--- src/hw/rtl/yrc_pkg.sv ---
// Package for the YUV/RGB color converter: payload types, register map, coefficients.
`default_nettype none

package yrc_pkg;

  // Chroma is shared by a group of this many consecutive pixels
  localparam int CHROMA_GROUP = 4;
  localparam int PHASE_W      = $clog2(CHROMA_GROUP);
  localparam logic [PHASE_W-1:0] PHASE_LAST = PHASE_W'(CHROMA_GROUP - 1);

  // Configuration port
  localparam int APB_ADDR_W = 3;
  localparam int APB_DATA_W = 32;
  localparam logic REG_DIRECTION = 1'b0;   // register index, taken from paddr[2]

  // Direction codes
  localparam logic DIR_YUV2RGB = 1'b0;
  localparam logic DIR_RGB2YUV = 1'b1;

  // Internal arithmetic width: covers every sum of products with margin
  localparam int ACC_W = 20;

  // YUV to RGB coefficients
  localparam logic signed [ACC_W-1:0] K_Y    = 20'sd298;
  localparam logic signed [ACC_W-1:0] K_RV   = 20'sd409;
  localparam logic signed [ACC_W-1:0] K_GU   = 20'sd100;
  localparam logic signed [ACC_W-1:0] K_GV   = 20'sd208;
  localparam logic signed [ACC_W-1:0] K_BU   = 20'sd516;

  // RGB to YUV coefficients
  localparam logic signed [ACC_W-1:0] K_YR   = 20'sd66;
  localparam logic signed [ACC_W-1:0] K_YG   = 20'sd129;
  localparam logic signed [ACC_W-1:0] K_YB   = 20'sd25;
  localparam logic signed [ACC_W-1:0] K_UR   = 20'sd38;
  localparam logic signed [ACC_W-1:0] K_UG   = 20'sd74;
  localparam logic signed [ACC_W-1:0] K_UVB  = 20'sd112;
  localparam logic signed [ACC_W-1:0] K_VG   = 20'sd94;
  localparam logic signed [ACC_W-1:0] K_VB   = 20'sd18;

  localparam logic signed [ACC_W-1:0] ROUND  = 20'sd128;
  localparam logic signed [ACC_W-1:0] OFS_16 = 20'sd16;
  localparam logic signed [ACC_W-1:0] OFS_128 = 20'sd128;

  localparam logic [7:0] Y_MIN = 8'd16;
  localparam logic [7:0] Y_MAX = 8'd235;

  typedef struct packed {
    logic [7:0] comp_first;
    logic [7:0] comp_second;
    logic [7:0] comp_third;
    logic       last_pixel;
  } pixel_t;

  typedef struct packed {
    logic [7:0] res_first;
    logic [7:0] res_second;
    logic [7:0] res_third;
    logic       chroma_valid;
  } result_t;

  // Saturate a signed value to 0..255
  function automatic logic [7:0] clamp_u8(input logic signed [ACC_W-1:0] x);
    logic [7:0] r;
    if (x < 0) begin
      r = 8'd0;
    end else if (x > 20'sd255) begin
      r = 8'd255;
    end else begin
      r = x[7:0];
    end
    return r;
  endfunction

endpackage

`default_nettype wire

--- src/hw/rtl/yuv_rgb_color_convert.sv ---
// Top level of the BT.601 YUV/RGB pixel color converter.
`default_nettype none

// Converts one pixel per clock between YCbCr and RGB (BT.601 integer
// coefficients), direction chosen by the direction register at byte address 0
// (0: YUV to RGB with clamping, 1: RGB to YUV with U/V given on the first
// pixel of each group of four, chroma_valid low and U/V zero otherwise). A
// request passes an input register and then a result register before its
// result is valid; a new pixel is taken every cycle as long as the result
// side does not stall. The group phase advances on every pixel and restarts
// after a pixel marked last_pixel. Change direction only while no pixel is
// in flight.
module yuv_rgb_color_convert (
  input  wire logic                                clk,
  input  wire logic                                rst,
  // pixel input
  input  wire logic                                pixel_valid,
  output logic                                     pixel_stall,
  input  wire yrc_pkg::pixel_t                     pixel,
  // result output
  output logic                                     result_valid,
  input  wire logic                                result_stall,
  output yrc_pkg::result_t                         result,
  // configuration
  input  wire logic                                psel,
  input  wire logic                                penable,
  input  wire logic                                pwrite,
  input  wire logic [yrc_pkg::APB_ADDR_W-1:0]      paddr,
  input  wire logic [yrc_pkg::APB_DATA_W-1:0]      pwdata,
  output logic [yrc_pkg::APB_DATA_W-1:0]           prdata,
  output logic                                     pready
);

  logic                             direction;
  logic [yrc_pkg::PHASE_W-1:0]      group_phase;
  logic [yrc_pkg::PHASE_W-1:0]      group_phase_next;

  logic                             s1_valid;
  yrc_pkg::pixel_t                  s1_pix;
  logic                             s1_dir;
  logic                             s1_first;

  logic                             s2_load;
  logic                             pix_accept;
  yrc_pkg::result_t                 result_next;

  logic signed [yrc_pkg::ACC_W-1:0] ca, cb, cc;
  logic signed [yrc_pkg::ACC_W-1:0] yy, uu, vv;
  logic signed [yrc_pkg::ACC_W-1:0] r_sum, g_sum, b_sum;
  logic signed [yrc_pkg::ACC_W-1:0] y_sum, u_sum, v_sum;
  logic signed [yrc_pkg::ACC_W-1:0] y_out, u_out, v_out;

  // Configuration register
  assign pready = 1'b1;

  always_ff @(posedge clk) begin
    if (rst) begin
      direction <= yrc_pkg::DIR_YUV2RGB;
    end else if (psel && penable && pwrite && pready && paddr[2] == yrc_pkg::REG_DIRECTION) begin
      direction <= pwdata[0];
    end
  end

  always_comb begin
    prdata = '0;
    if (paddr[2] == yrc_pkg::REG_DIRECTION) begin
      prdata[0] = direction;
    end
  end

  // Pipeline flow: result register loads when empty or drained
  assign s2_load     = !result_valid || !result_stall;
  assign pixel_stall = s1_valid && !s2_load;
  assign pix_accept  = pixel_valid && !pixel_stall;

  // Group phase tracks the position of the next pixel within its chroma group
  always_comb begin
    if (pixel.last_pixel || group_phase == yrc_pkg::PHASE_LAST) begin
      group_phase_next = '0;
    end else begin
      group_phase_next = group_phase + 1'b1;
    end
  end

  always_ff @(posedge clk) begin
    if (rst) begin
      group_phase <= '0;
    end else if (pix_accept) begin
      group_phase <= group_phase_next;
    end
  end

  // Input register
  always_ff @(posedge clk) begin
    if (rst) begin
      s1_valid <= 1'b0;
    end else if (pix_accept) begin
      s1_valid <= 1'b1;
    end else if (s2_load) begin
      s1_valid <= 1'b0;
    end
  end

  always_ff @(posedge clk) begin
    if (pix_accept) begin
      s1_pix   <= pixel;
      s1_dir   <= direction;
      s1_first <= (group_phase == '0);
    end
  end

  // Conversion arithmetic
  assign ca = {12'b0, s1_pix.comp_first};
  assign cb = {12'b0, s1_pix.comp_second};
  assign cc = {12'b0, s1_pix.comp_third};

  // YUV to RGB
  assign yy    = yrc_pkg::K_Y * (ca - yrc_pkg::OFS_16);
  assign uu    = cb - yrc_pkg::OFS_128;
  assign vv    = cc - yrc_pkg::OFS_128;
  assign r_sum = yy + yrc_pkg::K_RV * vv + yrc_pkg::ROUND;
  assign g_sum = yy - yrc_pkg::K_GU * uu - yrc_pkg::K_GV * vv + yrc_pkg::ROUND;
  assign b_sum = yy + yrc_pkg::K_BU * uu + yrc_pkg::ROUND;

  // RGB to YUV
  assign y_sum = yrc_pkg::K_YR * ca + yrc_pkg::K_YG * cb + yrc_pkg::K_YB * cc
                 + yrc_pkg::ROUND;
  assign u_sum = yrc_pkg::K_UVB * cc - yrc_pkg::K_UR * ca - yrc_pkg::K_UG * cb
                 + yrc_pkg::ROUND;
  assign v_sum = yrc_pkg::K_UVB * ca - yrc_pkg::K_VG * cb - yrc_pkg::K_VB * cc
                 + yrc_pkg::ROUND;
  assign y_out = (y_sum >>> 8) + yrc_pkg::OFS_16;
  assign u_out = (u_sum >>> 8) + yrc_pkg::OFS_128;
  assign v_out = (v_sum >>> 8) + yrc_pkg::OFS_128;

  // Result selection
  always_comb begin
    if (s1_dir == yrc_pkg::DIR_YUV2RGB) begin
      result_next.res_first    = yrc_pkg::clamp_u8(r_sum >>> 8);
      result_next.res_second   = yrc_pkg::clamp_u8(g_sum >>> 8);
      result_next.res_third    = yrc_pkg::clamp_u8(b_sum >>> 8);
      result_next.chroma_valid = 1'b1;
    end else begin
      result_next.res_first = y_out[7:0];
      if (s1_first) begin
        result_next.res_second   = u_out[7:0];
        result_next.res_third    = v_out[7:0];
        result_next.chroma_valid = 1'b1;
      end else begin
        result_next.res_second   = 8'd0;
        result_next.res_third    = 8'd0;
        result_next.chroma_valid = 1'b0;
      end
    end
  end

  // Result register
  always_ff @(posedge clk) begin
    if (rst) begin
      result_valid <= 1'b0;
    end else if (s2_load) begin
      result_valid <= s1_valid;
    end
  end

  always_ff @(posedge clk) begin
    if (s2_load && s1_valid) begin
      result <= result_next;
    end
  end

endmodule

`default_nettype wire

--- config.mk ---
export PLATFORM = sky130hd
export DESIGN_NAME = yuv_rgb_color_convert
export DESIGN_NICKNAME = d
export VERILOG_FILES = /design/src/hw/rtl/yrc_pkg.sv /design/src/hw/rtl/yuv_rgb_color_convert.sv
export SDC_FILE = /design/constraint.sdc
export NUM_CORES = 1
export LEC_CHECK = 0
export ABC_AREA = 1
export BUFFER_PORTS_ARGS = -buffer_cell sky130_fd_sc_hd__buf_4
export CORE_ASPECT_RATIO = 1.1
export CORE_MARGIN = 5
export CORE_UTILIZATION = 69
export DETAILED_ROUTE_END_ITERATION = 7
export GPL_TIMING_DRIVEN = 0
export MAX_ROUTING_LAYER = met4
export PLACE_DENSITY = 0.86
export SKIP_CTS_REPAIR_TIMING = 1
export SLEW_MARGIN = 20
export SYNTH_ARGS = -nofsm -noshare
export SYNTH_HDL_FRONTEND = slang
export SYNTH_SLANG_ARGS = --single-unit
--- constraint.sdc ---
create_clock -name clk -period 17.3 [get_ports clk]
set_input_delay 3.46 -clock clk [delete_from_list [all_inputs] [get_ports clk]]
set_output_delay 3.46 -clock clk [all_outputs]
set_load 0.005 [all_outputs]
==> metrics.md, run 1 <==
| Metric | Value |
|---|---|
| Run status | finished with violations |
| Violated checks | DRC |
| Fin area | 19000 um2 |
| Number of synthesized flops with an enable pin | 51 |
| Non-filler instance count after layout | 2699 |
| CTS clk-pin slew, worst paths | 110 ps |
| Slew margin rel. | 26.3% |
| WP data required | 17320 ps |
| Maxcap violations | 0 |
| CP dominant cell by count | ha_1 |
| #FFs+latches synth | 56 |
| Synth unique cells | 47 |
| Post-Synthesis Cell Area | 17800 um2 |
| Initial antenna violation count | 0 |
| Fmax | 117 MHz |
| I/O pin count | 127 |
| Vias in the first global route | 15000 |
| Synth Area per Inst | 7.91 um2 |
| Layout filler cell count | 2006 |
| Drt via density | 5.58 |
| Leading post-synthesis cells by cell area | ha_1, fa_1, inv_1, nand2_1, edfxtp_1 |
| Number of diodes | 0 |
| Worst Max-Slew Pin Slew | 1100 ps |
| GPL Wtd Cong | 1.03 |
| Final Skew | 33.1 ps |
| Final setup vio count | 0 |
| CP Launch Type | flop |
| CP peak stage delay | 780 ps |
| Slew Viols, Final | 0 |
| Avg WL per Cell | 17.4 um |
| Area Overhead vs Synth | 6.74% |
| Detailed placement HPWL | 39.3 mm |
| Crit path DAT | 8550 ps |
| Hold crit path type | flop to flop |
| Register area share after synthesis | 9.16% |
| Reg area | 1630 um2 |
| Setup crit end kind | flop |
| Htree depth | 2 |
| Yosys top cell area share | 32.3% |
| Commonest non-fill, non-tap cells in the layout | inv_1, ha_1, nand2_1 |
| Die Width | 163 um |
| Setup CP Type | flop to flop |
| Post-synth top area cell | ha_1 |
| Commonest non-fill, non-tap cell in the layout | inv_1 |
| Root buf cell | clkbuf_16 |
| CTS tree | built |
| Placed Cells | 2691 |
| First-pass GRT wire length | 74.0 mm |
| Unrepaired setup endpoints after global routing | no |
| Layout cells sized above 1 | 5.57% |
| Ys flop type | edfxtp_1 |
| PortBufs | 61 |
| Final Critical Period | 8530 ps |
| DRC Markers | 1 |
| First-pass iteration count of the detailed router | 7 |
| TNS Setup | 0 ps |
| Routed WL | 46.9 mm |
| CP Max Fanout | 10 |
| Initial DRC count | 1171 |
| WHS Path Cells | 0 |
| Reg2reg path depth | 29 |
| Share of synthesized registers carrying an async set or reset | 0% |
| Total clock sinks | 56 |
| Slowest stage cell, crit path | xor2_1 |
| Nets@finish | 3033 |
| # rows | 61 |
| Gr ovfl total | 0 |
| Mapped Cells | 2253 |
| Final Util | 75.0% |
| Total track usage | 33.4% |
| Clk_lat worst skew | 330 ps |
| Die area | 29100 um2 |
| Largest net degree at the start of global routing | 27 |
| Number of warnings issued by yosys | 0 |
| Dpl cell area | 18900 um2 |
| Final hold vios | 0 |
| CTS Buffer Depth | 2 |
| Multi-input logic area | 14100 um2 |
| Initial Utilization | 70.3% |
| Via count | 15100 |
| Final Cycle Share | 49.3% |
| CORE AREA | 25300 um2 |
| Die Y | 179 um |
| CTS buffer count | 5 |
| Post-route ant nets | 0 |
-- stage by stage --
stage | hold slack [ps] | setup slack, ps
final | 437 | 8770
after global routing | 476 | 8360
after CTS | 446 | 8920
after detailed placement | 444 | 8980
after global placement | 438 | 8980
after floorplan | 424 | 10200
-- cells by family (layout without fill, tap and decap cells) --
group / Yosys count / count (layout) / synth area share (%)
AOI/OAI and AO/OA: 269 / 269 / 8.46
xor gates and xnor gates: 107 / 107 / 5.26
adders and majority gates: 614 / 614 / 49.6
buffers and inverters: 549 / 619 / 12.3
DFF: 56 / 56 / 9.16
other: 2 / 32 / 0.0422
and+or+nand+nor: 656 / 656 / 15.2
-- flip-flops by register name, summed over array words and instances (netlist names) --
register	cells
s1_valid	1
result_valid	1
s1_first	1
direction	1
ca	8
result	25
cc	8
group_phase	2
cb	8
s1_dir	1
-- worst max-delay path, delay by kind of cell, from the launching register on --
family / cells / cell delay [ps]
adder cells (fa/ha/maj): 10 / 3810
AND/OR/NAND/NOR: 12 / 1820
XOR/XNOR: 2 / 1020
flip-flops: 1 / 690
buffers and inverters: 3 / 550
AO/OA/AOI/OAI: 2 / 360
-- routing by layer --
layer,vias to the layer above,share of wire [%],global-route usage (%)
met5,-,0,-
met4,0,5.0,13.6
met3,133,6.9,3.79
met2,547,46,55.0
met1,7048,42,42.4
li1,7332,-,-
-- cell type report --
| class | instances | share of cell area [%] |
|---|---|---|
| flip-flops and latches | 56 | 8.58 |
| repair buffers | 62 | 2.55 |
| clock inverters | 2 | 0.0987 |
| well taps | 346 | 2.28 |
| inverters | 514 | 10.1 |
| multi-input cells | 1678 | 74.3 |
| clock buffers | 6 | 0.730 |
| plain buffers | 35 | 1.34 |
-- worst paths after layout --
path                               start              endpoint  slack [ps]
hold / removal    direction$_SDFFE_PP0P_      s1_dir$_DFFE_PP_         440
hold reg to reg   direction$_SDFFE_PP0P_      s1_dir$_DFFE_PP_         440
setup reg to reg         ca[6]$_DFFE_PP_  result[12]$_DFFE_PP_        8770
setup / recovery         ca[6]$_DFFE_PP_  result[12]$_DFFE_PP_        8770
-- cells in the mapped netlist, types with 13 or more instances --
master,n
nand2_1,458
ha_1,460
xnor2_1,44
xor2_1,63
o21ai_0,58
nor3_1,13
inv_1,512
nand3_1,67
edfxtp_1,51
a21oi_1,151
fa_1,154
buf_4,32
nor2_1,75
Power of run 1 is not shown: default switching activity piles up to over one toggle a cycle in this logic, so the estimate is an artifact.
==> run 2, diff against run 1 <==
- CORE_UTILIZATION: 69 -> 64
- PLACE_DENSITY: 0.86 -> 0.8
- clock period: 17.3 -> 8.2 ns (I/O delays scaled with it)
==> run 2 against run 1 <==
Compared with the run above: the flow now finishes without violations; sequential share of layout area fell by 0.093 points; clock-buffer cell count fell by 1; global-route usage fell by 2.7 points; cell count rose by 1.3%; first-iteration DRC count fell by 19%; sequential cell count did not move; design area rose by 1.1%.
==> metrics.md, run 2 (same netlist as run 1, synthesis figures left out) <==
| Metric | Value |
|---|---|
| I/O pin count | 127 |
| Final setup vio count | 0 |
| Run status | completed |
| RR Startpoint | ca[5]$_DFFE_PP_ |
| CTS tree | built |
| Layout filler cell count | 2294 |
| Commonest non-fill, non-tap cell in the layout | inv_1 |
| PortBufs | 61 |
| WHS Path Cells | 0 |
| Vias in the first global route | 14800 |
| CP Max Fanout | 8 |
| Total clock sinks | 56 |
| CTS clk-pin slew, worst paths | 100 ps |
| Fmax | 128 MHz |
| Routed WL | 46.3 mm |
| Slowest stage cell, crit path | edfxtp_1 |
| Total track usage | 30.7% |
| Reg2reg path depth | 32 |
| Hold crit path type | flop to flop |
| Final Critical Period | 7830 ps |
| Setup crit end kind | flop |
| # rows | 64 |
| Worst Max-Slew Pin Slew | 1130 ps |
| Via count | 14800 |
| Avg WL per Cell | 16.9 um |
| Number of flip-flops under the largest register name | 25 |
| Die Width | 169 um |
| WP data required | 8280 ps |
| Gr ovfl total | 0 |
| Die Y | 185 um |
| Setup CP Type | flop to flop |
| CTS Buffer Depth | 2 |
| Number of diodes | 0 |
| Final Util | 69.6% |
| Crit path DAT | 7920 ps |
| Die area | 31300 um2 |
| CP Launch Type | flop |
| Post-route ant nets | 0 |
| Commonest non-fill, non-tap cells in the layout | inv_1, ha_1, nand2_1 |
| Root buf cell | clkbuf_16 |
| DRC Markers | 0 |
| Final Cycle Share | 95.5% |
| Drt via density | 5.41 |
| Slew margin rel. | 24.6% |
| Slew Viols, Final | 0 |
| Worst R2R Setup Slack | 370 ps |
| Maxcap violations | 0 |
| Nets@finish | 3052 |
| CP peak stage delay | 560 ps |
| CORE AREA | 27600 um2 |
| First-pass iteration count of the detailed router | 5 |
| Final hold vios | 0 |
| Final Skew | 16.6 ps |
| Hold Path Sink | s1_dir$_DFFE_PP_ |
| CTS buffer count | 5 |
| Largest net degree at the start of global routing | 27 |
| First-pass GRT wire length | 73.7 mm |
| Initial Utilization | 64.5% |
| Layout cells sized above 1 | 6.62% |
| Initial DRC count | 948 |
| Area Overhead vs Synth | 7.90% |
| Reg-to-reg critical path endpoint | result[13]$_DFFE_PP_ |
| Top reg by flops | result |
| GPL Wtd Cong | 0.999 |
| Detailed placement HPWL | 40.2 mm |
| Htree depth | 2 |
| Hold slack | 457 ps |
| CP dominant cell by count | nand2_1 |
| Min-delay src | direction$_SDFFE_PP0P_ |
| Initial antenna violation count | 0 |
| Clk_lat worst skew | 330 ps |
-- run 2: cell count changes in the layout (fill, tap and decap cells not counted), sizes merged --
cell,change
buf,+19
inv,-1
clkinv,+1
clkbuf,-1
clkinvlp,+1
-- run 2: worst max path at each step --
stage	start	end	depth (start not counted)
5_1_grt	ca[5]$_DFFE_PP_	result[22]$_DFFE_PP_	35
3_3_place_gp	ca[5]$_DFFE_PP_	result[14]$_DFFE_PP_	32
4_1_cts	ca[5]$_DFFE_PP_	result[14]$_DFFE_PP_	32
6_report	ca[5]$_DFFE_PP_	result[13]$_DFFE_PP_	32
2_1_floorplan	ca[5]$_DFFE_PP_	result[20]$_DFFE_PP_	35
3_5_place_dp	ca[5]$_DFFE_PP_	result[14]$_DFFE_PP_	32
-- run 2: final cells by class --
type / count / area [um2] / share of cell area (%)
clock buffers: 5 / 125 / 0.651
plain buffers: 35 / 254 / 1.32
repair buffers: 81 / 628 / 3.27
flip-flops and latches: 56 / 1630 / 8.49
multi-input cells: 1678 / 14200 / 73.7
well taps: 363 / 454 / 2.36
inverters: 514 / 1930 / 10.1
clock inverters: 3 / 27.5 / 0.143
-- run 2: critical path: cells and delay by family (launching register included) --
family	cells	cell delay, ps
adders and majority gates	10	3690
AOI/OAI and AO/OA	6	1220
and+or+nand+nor	11	1070
xor gates and xnor gates	2	600
DFF	1	560
buffers and inverters	3	450
-- run 2: metal layers --
metal,vias up,share of wire (%),GRT usage (%)
li1,7358,-,-
met1,6924,42,37.7
met2,407,48,51.9
met3,117,5.7,3.63
met4,0,4.7,12.2
met5,-,0,-
-- run 2: per-stage QoR --
step	setup TNS, ps	setup slack [ps]	std cells	area, um2
after CTS	-4050	-357	2716	19000
after detailed placement	-3200	-302	2708	18900
after global placement	-2730	-277	2707	18800
final	0	367	2735	19200
after floorplan	0	1240	2283	17900
after global routing	-561	-77.2	2735	19200
Power of run 2 is left out for the same reason.
==> run 3, diff against run 2 <==
- CORE_UTILIZATION: 64 -> 58
- PLACE_DENSITY: 0.8 -> 0.76
- SKIP_LAST_GASP: not set -> 1
- clock period: 8.2 -> 7.1 ns (I/O delays scaled with it)
==> run 3 against run 2 <==
Compared with the run above: the run now ends with setup timing left; sequential cell count unchanged; worst setup slack lost 530 ps; first-iteration DRC count decreased by 10%; critical path type unchanged; largest cell class unchanged; highest routed layer unchanged.
==> metrics.md, run 3 (same netlist as run 1, synthesis figures left out) <==
| Metric | Value |
|---|---|
| DRC Markers | 0 |
| GPL Wtd Cong | 0.964 |
| Final setup vio count | 16 |
| Number of diodes | 0 |
| Detailed placement HPWL | 39.6 mm |
| Commonest non-fill, non-tap cell in the layout | inv_1 |
| TNS Setup | -2130 ps |
| Worst Max-Slew Pin Slew | 988 ps |
| Setup CP Type | flop to flop |
| Avg WL per Cell | 17.1 um |
| Gr ovfl total | 0 |
| Final Skew | 13.7 ps |
| CTS Buffer Depth | 2 |
| Total clock sinks | 56 |
| Initial Utilization | 58.5% |
| Setup crit end kind | flop |
| Initial antenna violation count | 0 |
| Routed WL | 48.5 mm |
| Final Critical Period | 7260 ps |
| Crit path DAT | 7320 ps |
| Clk_lat worst skew | 320 ps |
| Largest net degree at the start of global routing | 27 |
| WP data required | 7160 ps |
| Initial DRC count | 850 |
| CTS clk-pin slew, worst paths | 80 ps |
| WHS Path Cells | 0 |
| CP dominant cell by count | nand2_1 |
| Violated checks | setup timing |
| Htree depth | 2 |
| # rows | 67 |
| Final hold vios | 0 |
| Die area | 34300 um2 |
| Nets@finish | 3096 |
| Run status | finished with violations |
| PortBufs | 61 |
| Hold crit path type | flop to flop |
| Area Overhead vs Synth | 14.3% |
| CTS buffer count | 5 |
| Reg2reg path depth | 34 |
| Drt via density | 5.35 |
| Setup WS post-layout | -165 ps |
| CP peak stage delay | 560 ps |
| Fmax | 138 MHz |
| First-pass GRT wire length | 73.3 mm |
| Hold slack | 469 ps |
| CTS tree | built |
| Layout cells sized above 1 | 12.4% |
| Via count | 15100 |
| Post-route ant nets | 0 |
| Die Width | 177 um |
| Maxcap violations | 0 |
| CORE AREA | 30400 um2 |
| Number of flip-flops under the largest register name | 25 |
| CP Launch Type | flop |
| Total track usage | 27.8% |
| Top reg by flops | result |
| Final Cycle Share | 102% |
| Die Y | 194 um |
| DP Worst Slack | -1450 ps |
| I/O pin count | 127 |
| Slowest stage cell, crit path | edfxtp_1 |
| Unrepaired setup endpoints after global routing | yes |
| CP Max Fanout | 8 |
| Root buf cell | clkbuf_16 |
| Vias in the first global route | 14500 |
| Slew Viols, Final | 0 |
| First-pass iteration count of the detailed router | 5 |
| Slew margin rel. | 34.1% |
| Commonest non-fill, non-tap cells in the layout | inv_1, nand2_1, ha_1 |
==> run 3: worst paths after layout <==
| check | endpoint | slack (ps) | from |
|---|---|---|---|
| worst max-delay path | result[17]$_DFFE_PP_ | -160 | ca[5]$_DFFE_PP_ |
| worst min-delay path | s1_dir$_DFFE_PP_ | 470 | direction$_SDFFE_PP0P_ |
| worst max register to register | result[17]$_DFFE_PP_ | -160 | ca[5]$_DFFE_PP_ |
| worst min register to register | s1_dir$_DFFE_PP_ | 470 | direction$_SDFFE_PP0P_ |
==> run 3: stage by stage <==
| stage | util, % | area (um2) | std cells |
|---|---|---|---|
| 2_1_floorplan | - | 17900 | 2283 |
| 3_3_place_gp | 62.1 | 18900 | 2758 |
| 6_report | 66.9 | 20400 | 2830 |
| 3_5_place_dp | 62.3 | 19000 | 2760 |
| 4_1_cts | 62.9 | 19100 | 2768 |
| 5_1_grt | 66.9 | 20400 | 2830 |
==> run 3: layout make-up <==
cell class / instances / area [um2]
plain buffers: 35 / 254
clock buffers: 5 / 125
clock inverters: 3 / 42.5
fillers: 2501 / 10100
inverters: 514 / 1940
multi-input cells: 1678 / 14800
flip-flops and latches: 56 / 1630
well taps: 414 / 518
repair buffers: 125 / 1030
==> run 3: critical path, delay by kind of cell (launching register included) <==
family / cells / cell delay (ps)
AOI/OAI and AO/OA: 1 / 320
xor gates and xnor gates: 1 / 110
adders and majority gates: 12 / 3970
buffers and inverters: 9 / 880
DFF: 1 / 560
and+or+nand+nor: 11 / 1130
==> run 3: metal layers <==
| layer | global-route usage [%] | part of all wire [%] |
|---|---|---|
| met1 | 35.6 | 42 |
| met2 | 45.6 | 48 |
| met3 | 3.84 | 6.2 |
| met4 | 9.11 | 4.4 |
| met5 | - | 0 |
Power of run 3 is left out for the same reason.
